===== src/rtl/kls_alloc_pkg.sv =====
// Package for the keyed light slot allocator: table size, result codes,
// the slot entry layout and the sequencer states. No dependencies.

package kls_alloc_pkg;

  localparam int unsigned SLOTS       = 32;
  localparam int unsigned IDX_W       = (SLOTS > 1) ? $clog2(SLOTS) : 1;
  localparam int unsigned MAX_REPORTS = 32;
  localparam int unsigned CNT_W       = $clog2(MAX_REPORTS + 1);

  // floor(x / 1000) == (x * RECIP_M) >> RECIP_SH for every x below 2**30.
  localparam int unsigned DIV_K    = 1000;
  localparam int unsigned RECIP_SH = 40;
  localparam logic [30:0] RECIP_M  = 31'd1099511628;

  typedef enum logic {
    CMD_ALLOC = 1'b0,
    CMD_TICK  = 1'b1
  } cmd_e;

  typedef enum logic [1:0] {
    HOW_KEY     = 2'd0,
    HOW_EXPIRED = 2'd1,
    HOW_FORCED  = 2'd2,
    HOW_TICK    = 2'd3
  } how_e;

  typedef enum logic [2:0] {
    ST_IDLE,
    ST_READ,
    ST_CHECK,
    ST_MUL1,
    ST_MUL2,
    ST_DECAY,
    ST_ALLOC_WR,
    ST_FLUSH
  } state_e;

  typedef struct packed {
    logic [15:0] key;
    logic [31:0] die;
    logic [19:0] radius;
    logic [19:0] decay;
    logic        dark;
    logic        ent_only;
  } entry_t;

  typedef struct packed {
    cmd_e        cmd;
    logic [15:0] key;
    logic [31:0] now;
    logic [31:0] die;
    logic [15:0] elapsed;
    logic [19:0] radius;
    logic [19:0] decay;
    logic        dark;
    logic        ent_only;
  } req_t;

endpackage


===== src/rtl/keyed_light_slot_allocator.sv =====
// Keyed light slot allocator: a slot table in a memory with per-slot valid
// bits, a small sequencer and one shared multiplier for the tick decay.
// Depends on kls_alloc_pkg.
//
// An allocate reads and checks every slot, then writes the picked one; its
// result strobes in the first cycle that busy_o is low again. A tick reads and
// checks every slot and, for each live slot, multiplies, divides by the
// reciprocal and writes back; each report strobes once the next live slot has
// decayed, the last one in the first cycle that busy_o is low again. Each slot
// is read through a registered memory read before it is checked. One
// transaction at a time: start_i is taken only while busy_o is low. Reset clears
// the valid bits at once, so every slot reads as all zero.
module keyed_light_slot_allocator (
  input  logic                      clk_i,
  input  logic                      rst_ni,
  input  logic                      start_i,
  output logic                      busy_o,
  input  kls_alloc_pkg::cmd_e       cmd_i,
  input  logic [15:0]               light_key_i,
  input  logic [31:0]               now_ms_i,
  input  logic [31:0]               die_ms_i,
  input  logic [15:0]               elapsed_ms_i,
  input  logic [19:0]               start_radius_i,
  input  logic [19:0]               decay_rate_i,
  input  logic                      dark_in_i,
  input  logic                      entities_only_in_i,
  output logic                      res_valid_o,
  output logic [4:0]                slot_o,
  output logic [1:0]                how_o,
  output logic [19:0]               radius_out_o,
  output logic                      dark_flag_o,
  output logic                      only_entities_flag_o,
  output logic                      last_o
);
  import kls_alloc_pkg::*;

  state_e state_q, state_d;

  logic [IDX_W-1:0] idx_q;
  logic [CNT_W-1:0] cnt_q;
  logic             key_hit_q, exp_hit_q;
  logic [IDX_W-1:0] key_idx_q, exp_idx_q;
  req_t             req_q;

  entry_t           slot_mem_q [SLOTS];
  logic             slot_vld_q [SLOTS];
  entry_t           rd_q;
  logic             rd_vld_q;
  entry_t           cur_q;

  logic [35:0]      x_q;
  logic [19:0]      quot_q;
  logic             ge_q;

  logic [IDX_W-1:0] pend_idx_q;
  logic [19:0]      pend_rad_q;
  logic             pend_dark_q, pend_eo_q;

  logic             res_valid_q;
  logic [4:0]       out_slot_q;
  logic [1:0]       out_how_q;
  logic [19:0]      out_rad_q;
  logic             out_dark_q, out_eo_q, out_last_q;

  // Datapath signals.
  entry_t           eff;
  logic             live, last_idx, advance;
  logic [29:0]      mul_a;
  logic [30:0]      mul_b;
  logic [60:0]      mul_p;
  logic [29:0]      thresh;
  logic [19:0]      new_rad;
  logic [IDX_W-1:0] pick;
  how_e             pick_how;

  // Control from the output decoder.
  logic             mem_we;
  logic [IDX_W-1:0] mem_waddr;
  entry_t           mem_wdata;
  logic             emit;
  logic [IDX_W-1:0] emit_idx;
  how_e             emit_how;
  logic [19:0]      emit_rad;
  logic             emit_dark, emit_eo, emit_last;
  logic [IDX_W+4:0] emit_ext;

  assign eff      = rd_vld_q ? rd_q : '0;
  assign live     = !(eff.die < req_q.now) && (eff.radius != 20'd0);
  assign last_idx = (idx_q == IDX_W'(SLOTS - 1));
  assign advance  = ((state_q == ST_CHECK) && !((req_q.cmd == CMD_TICK) && live))
                    || (state_q == ST_DECAY);

  // The one multiplier: elapsed * decay first, then the reciprocal of 1000.
  always_comb begin
    if (state_q == ST_MUL1) begin
      mul_a = 30'(cur_q.decay);
      mul_b = 31'(req_q.elapsed);
    end else begin
      mul_a = x_q[29:0];
      mul_b = RECIP_M;
    end
  end
  assign mul_p = 61'(mul_a) * 61'(mul_b);

  // The loss reaches the radius exactly when elapsed * decay >= 1000 * radius;
  // below that the product stays under 2**30, where the reciprocal is exact.
  assign thresh  = 30'(cur_q.radius) * 30'(DIV_K);
  assign new_rad = ge_q ? 20'd0 : (cur_q.radius - quot_q);

  always_comb begin
    if (key_hit_q) begin
      pick     = key_idx_q;
      pick_how = HOW_KEY;
    end else if (exp_hit_q) begin
      pick     = exp_idx_q;
      pick_how = HOW_EXPIRED;
    end else begin
      pick     = '0;
      pick_how = HOW_FORCED;
    end
  end

  // Next state.
  always_comb begin
    state_d = state_q;
    unique case (state_q)
      ST_IDLE: begin
        if (start_i) state_d = ST_READ;
      end
      ST_READ: state_d = ST_CHECK;
      ST_CHECK: begin
        if ((req_q.cmd == CMD_TICK) && live) state_d = ST_MUL1;
        else if (!last_idx)                  state_d = ST_READ;
        else if (req_q.cmd == CMD_TICK)      state_d = ST_FLUSH;
        else                                 state_d = ST_ALLOC_WR;
      end
      ST_MUL1: state_d = ST_MUL2;
      ST_MUL2: state_d = ST_DECAY;
      ST_DECAY: begin
        state_d = last_idx ? ST_FLUSH : ST_READ;
      end
      ST_ALLOC_WR: state_d = ST_IDLE;
      ST_FLUSH:    state_d = ST_IDLE;
      default:     state_d = ST_IDLE;
    endcase
  end

  // Memory writes and result emission.
  always_comb begin
    mem_we    = 1'b0;
    mem_waddr = idx_q;
    mem_wdata = cur_q;
    emit      = 1'b0;
    emit_idx  = pend_idx_q;
    emit_how  = HOW_TICK;
    emit_rad  = pend_rad_q;
    emit_dark = pend_dark_q;
    emit_eo   = pend_eo_q;
    emit_last = 1'b0;
    unique case (state_q)
      ST_DECAY: begin
        mem_we           = 1'b1;
        mem_wdata.radius = new_rad;
        // A held report goes out once a later one is known to follow it.
        emit = (cnt_q != '0) && (cnt_q < CNT_W'(MAX_REPORTS));
      end
      ST_FLUSH: begin
        emit      = (cnt_q != '0);
        emit_last = 1'b1;
      end
      ST_ALLOC_WR: begin
        mem_we             = 1'b1;
        mem_waddr          = pick;
        mem_wdata.key      = req_q.key;
        mem_wdata.die      = req_q.die;
        mem_wdata.radius   = req_q.radius;
        mem_wdata.decay    = req_q.decay;
        mem_wdata.dark     = req_q.dark;
        mem_wdata.ent_only = req_q.ent_only;
        emit               = 1'b1;
        emit_idx           = pick;
        emit_how           = pick_how;
        emit_rad           = 20'd0;
        emit_dark          = 1'b0;
        emit_eo            = 1'b0;
        emit_last          = 1'b1;
      end
      default: begin
        mem_we = 1'b0;
      end
    endcase
  end

  assign emit_ext = {5'd0, emit_idx};

  // Control state.
  always_ff @(posedge clk_i or negedge rst_ni) begin
    if (!rst_ni) begin
      state_q     <= ST_IDLE;
      idx_q       <= '0;
      cnt_q       <= '0;
      key_hit_q   <= 1'b0;
      exp_hit_q   <= 1'b0;
      rd_vld_q    <= 1'b0;
      res_valid_q <= 1'b0;
      for (int i = 0; i < SLOTS; i++) slot_vld_q[i] <= 1'b0;
    end else begin
      state_q     <= state_d;
      res_valid_q <= emit;
      if (state_q == ST_IDLE && start_i) begin
        idx_q     <= '0;
        cnt_q     <= '0;
        key_hit_q <= 1'b0;
        exp_hit_q <= 1'b0;
      end
      if (state_q == ST_READ) rd_vld_q <= slot_vld_q[idx_q];
      if (mem_we) slot_vld_q[mem_waddr] <= 1'b1;
      if (advance && !last_idx) idx_q <= idx_q + 1'b1;
      if (state_q == ST_CHECK && req_q.cmd == CMD_ALLOC) begin
        if ((req_q.key != 16'd0) && (eff.key == req_q.key)) key_hit_q <= 1'b1;
        if (eff.die < req_q.now) exp_hit_q <= 1'b1;
      end
      if (state_q == ST_DECAY && cnt_q < CNT_W'(MAX_REPORTS)) cnt_q <= cnt_q + 1'b1;
    end
  end

  // Payload registers and the slot memory.
  always_ff @(posedge clk_i) begin
    if (state_q == ST_IDLE && start_i) begin
      req_q.cmd      <= cmd_i;
      req_q.key      <= light_key_i;
      req_q.now      <= now_ms_i;
      req_q.die      <= die_ms_i;
      req_q.elapsed  <= elapsed_ms_i;
      req_q.radius   <= start_radius_i;
      req_q.decay    <= decay_rate_i;
      req_q.dark     <= dark_in_i;
      req_q.ent_only <= entities_only_in_i;
    end
    if (state_q == ST_READ) rd_q <= slot_mem_q[idx_q];
    if (mem_we) slot_mem_q[mem_waddr] <= mem_wdata;
    if (state_q == ST_CHECK) begin
      cur_q <= eff;
      if (!key_hit_q) key_idx_q <= idx_q;
      if (!exp_hit_q) exp_idx_q <= idx_q;
    end
    if (state_q == ST_MUL1) x_q <= mul_p[35:0];
    if (state_q == ST_MUL2) begin
      quot_q <= mul_p[RECIP_SH+19:RECIP_SH];
      ge_q   <= (x_q >= 36'(thresh));
    end
    if (state_q == ST_DECAY && cnt_q < CNT_W'(MAX_REPORTS)) begin
      pend_idx_q  <= idx_q;
      pend_rad_q  <= new_rad;
      pend_dark_q <= cur_q.dark;
      pend_eo_q   <= cur_q.ent_only;
    end
    if (emit) begin
      out_slot_q <= emit_ext[4:0];
      out_how_q  <= emit_how;
      out_rad_q  <= emit_rad;
      out_dark_q <= emit_dark;
      out_eo_q   <= emit_eo;
      out_last_q <= emit_last;
    end
  end

  assign busy_o               = (state_q != ST_IDLE);
  assign res_valid_o          = res_valid_q;
  assign slot_o               = out_slot_q;
  assign how_o                = out_how_q;
  assign radius_out_o         = out_rad_q;
  assign dark_flag_o          = out_dark_q;
  assign only_entities_flag_o = out_eo_q;
  assign last_o               = out_last_q;

  // An allocate gives exactly one result, so it always closes the transaction.
  a_alloc_last: assert property (@(posedge clk_i) disable iff (!rst_ni)
    (res_valid_o && how_o != HOW_TICK) |-> (last_o && radius_out_o == 20'd0))
    else $error("allocate result without last or with a radius");

  a_busy_after_start: assert property (@(posedge clk_i) disable iff (!rst_ni)
    (start_i && !busy_o) |=> busy_o)
    else $error("accepted transaction did not raise busy");

  a_report_cap: assert property (@(posedge clk_i) disable iff (!rst_ni)
    cnt_q <= CNT_W'(MAX_REPORTS))
    else $error("report count beyond its limit");

  // A result strobe belongs only to the emitting state (decay, flush or allocate write) just before it.
  a_strobe_source: assert property (@(posedge clk_i) disable iff (!rst_ni)
    res_valid_o |-> ($past(state_q) == ST_DECAY || $past(state_q) == ST_FLUSH
                     || $past(state_q) == ST_ALLOC_WR))
    else $error("result strobe outside an emitting state");

endmodule


===== config.mk =====
export PLATFORM = sky130hd
export DESIGN_NAME = keyed_light_slot_allocator
export DESIGN_NICKNAME = d
export VERILOG_FILES = /design/src/rtl/kls_alloc_pkg.sv /design/src/rtl/keyed_light_slot_allocator.sv
export SDC_FILE = /design/constraint.sdc
export NUM_CORES = 2
export LEC_CHECK = 0
export ABC_AREA = 0
export BUFFER_PORTS_ARGS = -buffer_cell sky130_fd_sc_hd__buf_2
export CORE_MARGIN = 10
export CORE_UTILIZATION = 65
export CTS_BUF_LIST = sky130_fd_sc_hd__clkbuf_8
export DETAILED_ROUTE_END_ITERATION = 16
export PLACE_DENSITY = 0.82
export SLEW_MARGIN = 15
export SYNTH_ARGS = -nofsm -noshare
export SYNTH_HDL_FRONTEND = slang
export SYNTH_SLANG_ARGS = --single-unit

===== constraint.sdc =====
create_clock -name clk_i -period 9.8 [get_ports clk_i]
set_input_delay 0.98 -clock clk_i [delete_from_list [all_inputs] [get_ports clk_i]]
set_output_delay 0.98 -clock clk_i [all_outputs]
set_load 0.05 [all_outputs]

==> summary.md <==
| Metric | Value |
|---|---|
| Xor/xnor share of the synthesized area | 0.622% |
| RSZ-0062 raised after global routing | no |
| Simple-gate share of the synthesized area | approximately 3.5% |
| Gr ovfl total | 0 |
| Seq cells post-synth | 3373 |
| Max-cap violations | 0 |
| First-pass GRT wire length | around 610000 µm |
| Vias in the first global route | around 87000 |
| Max Buffers Root-to-Sink | 4 |
| Site row count | about 180 |
| HP Class | input port to asynchronous set/reset pin |
| Post-route ant nets | 0 |
| Die Area | 0.256 mm² |
| Clock Skew | 130 ps |
| CTS tree | done |
| Vias per cell | 6.77 |
| Highest Clock Rate | 107 MHz |
| Final Setup Violations | 0 |
| Clock-pin slew on the worst setup and hold paths | 70 ps |
| Area delta synth->final | 10.3% |
| Syn avg cell area | 18.7 µm² |
| Setup TNS | 0 ps |
| Fin crit period | about 9300 ps |
| Startpoint types | flop |
| Synthesis warning total | 0 |
| DRC viols | 0 |
| Worst Path Max Fanout | 16 |
| # fillers | around 13000 |
| Crit end category | flop |
| Post-detail-place hpwl | ~240000 µm |
| Reg2Reg Depth | 29 |
| Number of post-CTS setup repair buffers | 0 |
| CP peak stage delay | approximately 740 ps |
| Worst skew pair latency | between 1000 and 1500 ps |
| Dominant cell type by area after synthesis | edfxtp_1 |
| Initial core utilization | about two thirds |
| Die height | slightly above 500 µm |
| Final Hold Vio Count | 0 |
| Reg2reg setup slack | 460 ps |
| Share of layout cells above drive strength 1 | a little under a quarter |
| Slew @ Worst Pin | roughly 1300 ps |
| Rel. slew slack | 10.9% |
| Routed WL | about 430000 µm |
| Cells after synthesis | 8212 |
| H-tree Lvls | 6 |
| Synth top area cells | edfxtp_1 65%, mux4_2 13%, fa_1 7.6% |
| CTS buffer count | around 540 |
| Netlist cell types | 82 |
| Tcrit/Tclk final | a little over nine tenths |
| Number of port buffers | ~170 |
| Slowest stage cell on the critical path | a21oi_1 |
| Ys async rst share | about 1.5% |
| Final Wtd Congestion | ~0.95 |
| Initial antenna violation count | 23 |
| Final Max Slew Viols | 0 |
| Most frequent cell after synthesis | edfxtp_1 |
| Most used cell, CP | fa_1 |
| Pin count of the biggest net entering global routing | approximately 150 |
| Synth Area in Compound Gates | approximately 1.8% |
| Synth Flop Type | edfxtp_1 |
| Initial drt markers | approximately 12000 |
| WS Path Type | flop to flop |
| Drt wl/cell | 34.4 µm |
| I/O pins | ~170 |
| Top cells by count, synth | 3323 x edfxtp_1, 910 x mux4_2, 804 x inv_1 |
| Clock Sinks | 3373 |
| Chip Width | around 510 µm |
| Mux cell area share after synthesis | between 10% and 20% |
| Drt pass-1 iters | 8 |
| Syn Std Cell Area | roughly 0.15 mm² |
| Vias | 84000 |
| Area share of fa/ha/maj cells after synthesis | between 10% and 20% |
| Sequential cell area fraction in the yosys report | around two thirds |
| Worst path required time | 10540 ps |
| Largest family of logic cells by synthesized area | multiplexers |
| Final net count | 10100 |
| Synth top area share | between 60% and 70% |
| R2r endpoint | quot_q[19]$_DFFE_PP_ |
| Core box area | around 0.24 mm² |
| Reg-to-reg critical path startpoint | state_q[2]$_DFFE_PN0P_ |
| All-layer global routing usage | 33.3% |
| Critical path data arrival time | about 10000 ps |
| EDFF count, synth | around 3300 |
| Status | completed |
| CTS root buf | clkbuf_8 |
## metal layers
metal | routed length (µm) | global-route usage (%) | vias to the layer above
met1 | 144000 | 44.6 | 43000
met3 | 55400 | 8.33 | 1338
met2 | 203000 | 52.1 | 6903
li1 | - | - | 32700
met5 | 114 | 0 | -
met4 | 23700 | 15.8 | 18
## per-stage QoR
stage	setup WS [ps]	utilization [%]	hold slack, ps	std cells	instance area (µm²)
CTS	73.4	72.0	2.54	12400	169000
floorplan	1100	-	426	8290	154000
global route	30.1	72.0	28.8	12400	169000
finish	460	72.0	68.4	12400	169000
global placement	255	67.7	446	11500	159000
detailed placement	78.7	67.8	450	11500	159000
## flip-flops by register name, indices dropped and copies added, names as in the netlist, 2 cells and up
name / flops
cnt_q: 6
cur_q: 90
exp_idx_q: 5
how_o: 2
idx_q: 5
key_idx_q: 5
pend_idx_q: 5
pend_rad_q: 20
quot_q: 20
radius_out_o: 20
rd_q: 90
req_q: 139
slot_mem_q: 2880
slot_o: 5
slot_vld_q: 32
state_q: 3
x_q: 36
## cell type report
class                           count  area, µm²  area share [%]
Antenna cell                        9       22.5          0.0133
Clock buffer                      562       7730            4.57
Clock inverter                    347       1870            1.11
Inverter                          804       3030            1.79
Multi-Input combinational cell   3781      48900            28.9
Sequential cell                  3373     101000            59.7
Tap cell                         3150       3940            2.33
Timing Repair Buffer              382       2800            1.65
## layout by cell type, fill, tap and decap left out, drive strengths merged, types with 9 or more instances in the layout
cell type	netlist	layout
a221o	18	18
buf	80	352
o31ai	12	12
nor2b	16	16
or3	13	13
dlygate4sd3	0	30
a211oi	11	11
diode	0	9
and3	41	41
nand3	27	27
o21ai	76	76
xor2	42	42
ha	469	469
and2	235	235
xnor2	67	67
nand2	430	430
o21a	24	24
clkinvlp	0	16
o211ai	15	15
nor4	9	9
inv	804	976
edfxtp	3323	3323
nand2b	22	22
or2	46	46
a21o	65	65
mux4	910	910
nand4	24	24
bufinv	0	14
nor2	212	212
mux2	91	91
fa	585	585
dfrtp	50	50
conb	2	80
clkbuf	252	562
nor3	30	30
clkinv	0	145
a21oi	115	115
## how the worst max path moves through the flow
stage                                       from              endpoint  slack, ps  cells after the start
final                     state_q[2]$_DFFE_PN0P_  quot_q[19]$_DFFE_PP_        460                     29
after global routing      state_q[2]$_DFFE_PN0P_  quot_q[19]$_DFFE_PP_         30                     30
after detailed placement  state_q[2]$_DFFE_PN0P_  quot_q[19]$_DFFE_PP_         80                     29
after CTS                 state_q[2]$_DFFE_PN0P_  quot_q[19]$_DFFE_PP_         70                     29
after floorplan           state_q[1]$_DFFE_PN0P_   quot_q[4]$_DFFE_PP_       1100                     33
after global placement    state_q[2]$_DFFE_PN0P_  quot_q[19]$_DFFE_PP_        250                     29
## cells by family (layout without fill, tap and decap cells)
| group | after synthesis | in the layout |
|---|---|---|
| AOI/OAI and AO/OA | 413 | 413 |
| adders and majority gates | 1054 | 1054 |
| other | 2 | 89 |
| xor gates and xnor gates | 109 | 109 |
| and+or+nand+nor | 1122 | 1122 |
| muxes | 1003 | 1003 |
| buffers and inverters | 1136 | 2095 |
| DFF | 3373 | 3373 |
## worst max-delay path, delay by kind of cell, from the launching register on
kind	cells	cell delay, ps
AOI/OAI and AO/OA	8	2900
adders and majority gates	9	4200
buffers and inverters	6	540
and+or+nand+nor	5	870
xor gates and xnor gates	1	90
DFF	1	470
## repair_timing
item,CTS,global route
gates resized for setup,0,6
endpoints found under the hold margin,30,0
hold buffers,30,0
setup endpoints to repair,0,4
Power is not shown: default switching activity piles up to over one toggle a cycle in this logic, so the estimate is an artifact.
